<file path="config.mk">
export PLATFORM = sky130hd
export DESIGN_NAME = swlp_front_flat
export DESIGN_NICKNAME = d
export VERILOG_FILES = /design/src/rtl/core/swlp_pkg.sv /design/src/rtl/core/swlp_in_if.sv /design/src/rtl/core/swlp_front.sv /design/src/flat_wrapper.sv
export SDC_FILE = /design/constraint.sdc
export NUM_CORES = 1
export LEC_CHECK = 0
export BUFFER_PORTS_ARGS = -buffer_cell sky130_fd_sc_hd__buf_4
export CORE_UTILIZATION = 53
export DETAILED_ROUTE_END_ITERATION = 12
export PLACE_DENSITY = 0.8
export SETUP_SLACK_MARGIN = 0.1
export SLEW_MARGIN = 20
export SYNTH_ARGS = -nofsm -noshare
export SYNTH_HDL_FRONTEND = slang
export SYNTH_SLANG_ARGS = --single-unit
</file>
<file path="constraint.sdc">
create_clock -name clk -period 3.9 [get_ports clk]
set_clock_uncertainty 0.1 [all_clocks]
set_input_delay 1.17 -clock clk [delete_from_list [all_inputs] [get_ports clk]]
set_output_delay 1.17 -clock clk [all_outputs]
set_load 0.1 [all_outputs]
</file>
<file path="src/rtl/core/swlp_pkg.sv">
// Shared types and constants of the sliding-window line predictor.
`default_nettype none
package swlp_pkg;

	// Window length; the sums divide by it through shifts, so it stays a power of two.
	localparam int LogWindow = 4;
	localparam int Window    = 1 << LogWindow;
	localparam int SlotW     = LogWindow;
	localparam int FillW     = LogWindow + 1;

	// Running sum widths for a window of sixteen 16-bit samples.
	localparam int StW   = 20;
	localparam int SttW  = 36;
	localparam int SvW   = 21;
	localparam int ScW   = 37;
	localparam int NumW  = 42;
	localparam int DenW  = 41;
	localparam int DW    = 22;
	localparam int ProdW = 66;
	localparam int SerW  = 22;
	localparam int DivisorW = DenW + LogWindow;
	localparam int MulSteps = SerW;
	localparam int DivSteps = ProdW;

	typedef enum logic {
		OP_OBSERVE = 1'b0,
		OP_PREDICT = 1'b1
	} op_kind_t;

	typedef struct packed {
		op_kind_t           kind;
		logic [15:0]        t;
		logic signed [15:0] v;
	} work_t;

	typedef struct packed {
		logic  valid;
		work_t word;
	} queue_head_t;

	typedef enum logic [2:0] {
		ST_IDLE,
		ST_OBS_MUL,
		ST_OBS_UPD,
		ST_MUL,
		ST_SPREAD,
		ST_EVAL,
		ST_SUM,
		ST_DIV
	} seq_state_t;

	typedef enum logic [1:0] {
		PR_ST_SV,
		PR_ST_ST,
		PR_SV_DEN,
		PR_NUM_D
	} prod_sel_t;

endpackage
`default_nettype wire

</file>
<file path="src/rtl/core/swlp_in_if.sv">
// Input channel of the line predictor: one sample or query word.
`default_nettype none
interface swlp_in_if;
	logic               valid;
	logic               ready;
	logic               op;
	logic [15:0]        sample_time;
	logic signed [15:0] sample_value;

	modport source(output valid, output op, output sample_time, output sample_value,
		input ready);
	modport sink(input valid, input op, input sample_time, input sample_value,
		output ready);
endinterface
`default_nettype wire

</file>
<file path="src/rtl/core/swlp_front.sv">
// Front end: accepts words, classifies them and holds them in a two-entry queue.
`default_nettype none
module swlp_front (
	input  logic                  clk,
	input  logic                  arst_n,
	swlp_in_if.sink               in_ch,
	input  logic                  pop,
	output swlp_pkg::queue_head_t head
);
	import swlp_pkg::*;

	work_t      mem_q [2];
	logic       wr_ptr_q;
	logic       rd_ptr_q;
	logic [1:0] cnt_q;
	logic       push;
	logic       do_pop;
	work_t      word_in;

	assign in_ch.ready = (cnt_q != 2'd2);
	assign push        = in_ch.valid && in_ch.ready;
	assign do_pop      = pop && (cnt_q != 2'd0);

	always_comb begin
		word_in.t    = in_ch.sample_time;
		word_in.kind = in_ch.op ? OP_PREDICT : OP_OBSERVE;
		// value is meaningless on a query
		word_in.v    = in_ch.op ? 16'sd0 : in_ch.sample_value;
	end

	assign head.valid = (cnt_q != 2'd0);
	assign head.word  = mem_q[rd_ptr_q];

	always_ff @(posedge clk) begin
		if (push) begin
			mem_q[wr_ptr_q] <= word_in;
		end
	end

	always_ff @(posedge clk or negedge arst_n) begin
		if (!arst_n) begin
			wr_ptr_q <= 1'b0;
			rd_ptr_q <= 1'b0;
			cnt_q    <= 2'd0;
		end else begin
			if (push) wr_ptr_q <= ~wr_ptr_q;
			if (do_pop) rd_ptr_q <= ~rd_ptr_q;
			case ({push, do_pop})
				2'b10:   cnt_q <= cnt_q + 2'd1;
				2'b01:   cnt_q <= cnt_q - 2'd1;
				default: cnt_q <= cnt_q;
			endcase
		end
	end
endmodule
`default_nettype wire

</file>
<file path="src/flat_wrapper.sv">
// flat-port wrapper written by rule: the top's interface ports become plain ports
module swlp_front_flat import swlp_pkg::*;
  (clk, arst_n, pop, head, in_ch_valid, in_ch_op, in_ch_sample_time, in_ch_sample_value, in_ch_ready);
  swlp_in_if in_ch_i ();
  input  logic clk;
  input  logic arst_n;
  input  logic pop;
  output swlp_pkg::queue_head_t head;
  input wire logic [$bits(in_ch_i.valid)-1:0] in_ch_valid;
  input wire logic [$bits(in_ch_i.op)-1:0] in_ch_op;
  input wire logic [$bits(in_ch_i.sample_time)-1:0] in_ch_sample_time;
  input wire logic [$bits(in_ch_i.sample_value)-1:0] in_ch_sample_value;
  output wire logic [$bits(in_ch_i.ready)-1:0] in_ch_ready;
  assign in_ch_i.valid = in_ch_valid;
  assign in_ch_i.op = in_ch_op;
  assign in_ch_i.sample_time = in_ch_sample_time;
  assign in_ch_i.sample_value = in_ch_sample_value;
  assign in_ch_ready = in_ch_i.ready;
  swlp_front u_core (.clk(clk), .arst_n(arst_n), .in_ch(in_ch_i), .pop(pop), .head(head));
endmodule
</file>
==> run metrics <==
Mapped Nets=175; post-layout min period=around 2800 ps; setup_tns=0 ps; mux contribution to synthesized area=0.137; outcome=complete, no violations; max incr delay on CP=370 ps; max cap viols=0; WL final=4580 um; RSZ-0062 raised after global routing=false; Die X=73.4 um; commonest non-fill, non-tap cell in the layout=buf_4; Max FO, Critical Path=18; Layout Nets=256; n_diodes=0; H-tree Lvls=3; initial antenna violation count=0; Rows=25; Slew @ Worst Pin=approximately 950 ps; CTS tree=built; number of global-route vias before repair=1,456; CP max stage cell=mux2_2; GRT overflow=0; simple-gate share of the synthesized area=0.0541; CTS resizes=0; Req. time, crit path=2630 ps; Max Root-Sink Buffers=2; setup bufs post-CTS=0; routed length per instance=around 16 um; share of cells above drive strength 1=0.534; clk slew on worst S/H paths=70 ps; Tot GR Track Use=0.188; Crit path arrival time=1540 ps; global-route wire length before repair=7070 um; headroom to the max-slew limit=0.365; startpoint class of the critical path=register; largest net degree at the start of global routing=34; drt first pass iters=4; Initial Util=0.562; largest family of logic cells by synthesized area=multiplexers; Compound-Gate Fraction of Synth Area=0; Core Area=4820 um^2; Hold Crit Class=register to register; Clock Latency Late Sink=around 330 ps; Num CTS Buffers=9; synth warn=0; Max Freq=356 MHz; DR vias/cell=4.88; Final setup viols=0; DRC errors left=0; most frequent cells in the layout=buf_4 (75), edfxtp_1 (66), mux2_2 (31); crit end category=output port; cells after synthesis=137; DPL Wire Length=3160 um; area grow syn2layout=28.0%; number of placed I/O pins=72; cell area after synthesis=around 2700 um^2; die footprint=5390 um^2; Netlist cell types=17; Max Transition Viols Final=0; port bufs=71; register area share after synthesis=0.770; hold buffer count at CTS=0; vias=~1,400; Tcrit/Tclk final=0.721; Routed Antenna Nets=0; clk root buf=clkbuf_8; RD Place Congestion=0.699; most used cell, CP=buf_4; post-synthesis register bit count=70; critical path type=register to output port; DR iter-0 viols=55; final-report hold violation count=0; XOR/XNOR share of the synthesized area=0.0162; Clock Sinks=70; Mapped Avg Cell Area=around 20 um^2; adder-cell area share of the yosys netlist=0.00463; CP cell instances=buf_4, mux2_2, buf_4; Die H=approximately 73 um
-- cells in the mapped netlist --
cell type	number	area [um^2]
and2_4	1	8.76
nand2b_1	1	6.26
nand2_1	1	3.75
buf_6	4	45.0
and2b_1	6	45.0
xnor2_1	3	26.3
mux2_1	2	22.5
nor2_1	2	7.51
edfxtp_1	66	1980
ha_1	1	12.5
mux2_2	31	349
or2_1	1	6.26
dfrtp_1	4	100
nor2b_1	10	62.6
clkbuf_1	1	3.75
xor2_1	2	17.5
and3_1	1	6.26
-- flip-flops by register name, indices dropped and copies added, names as in the netlist --
name	count
u_core.cnt_q	2
u_core.mem_q	66
u_core.rd_ptr_q	1
u_core.wr_ptr_q	1
-- cell type report --
| cell class | instances | area [um^2] |
|---|---|---|
| clock inverter | 2 | 10.0 |
| clock buffer | 14 | 143 |
| fill | 338 | 1350 |
| tap | 67 | 83.8 |
| timing repair buffer | 75 | 563 |
| sequential | 70 | 2080 |
| multi-input combinational | 62 | 582 |
-- through the flow --
| stage | util | instance area (um^2) | worst slack [ps] | hold WS [ps] | instances |
|---|---|---|---|---|---|
| 6_report | 0.719 | 3460 | 1090 | 413 | 290 |
| 5_1_grt | 0.719 | 3460 | 1030 | 447 | 290 |
| 4_1_cts | 0.719 | 3460 | 1070 | 419 | 290 |
| 3_5_place_dp | 0.687 | 3310 | 1090 | 411 | 274 |
| 3_3_place_gp | 0.687 | 3310 | 1160 | 371 | 274 |
| 2_1_floorplan | - | 2710 | 482 | 356 | 137 |
-- critical path, delay by kind of cell, from the launching register on --
kind / cells / cell delay (ps)
muxes: 1 / 370
DFF: 1 / 350
buffers and inverters: 2 / 480
-- cells by family (layout without fill, tap and decap cells) --
group,count (synthesis),count (layout)
xor gates and xnor gates,5,5
adders and majority gates,1,1
buffers and inverters,5,91
DFF,70,70
muxes,33,33
and+or+nand+nor,23,23
-- path summary, 6_finish.rpt --
path / start / to / slack, ps / depth (start not counted)
min reg2reg: u_core.cnt_q[1]$_DFFE_PN0P_ / u_core.cnt_q[1]$_DFFE_PN0P_ / 410 / 1
max: u_core.rd_ptr_q$_DFFE_PN0P_ / head[1] / 1090 / 3
min: u_core.cnt_q[1]$_DFFE_PN0P_ / u_core.cnt_q[1]$_DFFE_PN0P_ / 410 / 1
min in group asynchronous: arst_n / u_core.cnt_q[0]$_DFFE_PN0P_ / 520 / 1
max in group asynchronous: arst_n / u_core.cnt_q[1]$_DFFE_PN0P_ / 3070 / 1
max reg2reg: u_core.cnt_q[0]$_DFFE_PN0P_ / u_core.mem_q[1][21]$_DFFE_PP_ / 1800 / 3
-- layer usage --
| layer | track usage | share of wire | vias up |
|---|---|---|---|
| met2 | 0.299 | 0.51 | 42 |
| met3 | 0.0645 | 0.052 | 10 |
| met4 | 0.0833 | 0.017 | 0 |
| met1 | 0.236 | 0.42 | 685 |
| li1 | - | - | 678 |
| met5 | 0 | 0 | - |
Power is left out: the tool's default activity adds up to more than one toggle a clock period on the data nets, which glitch-free logic cannot reach.
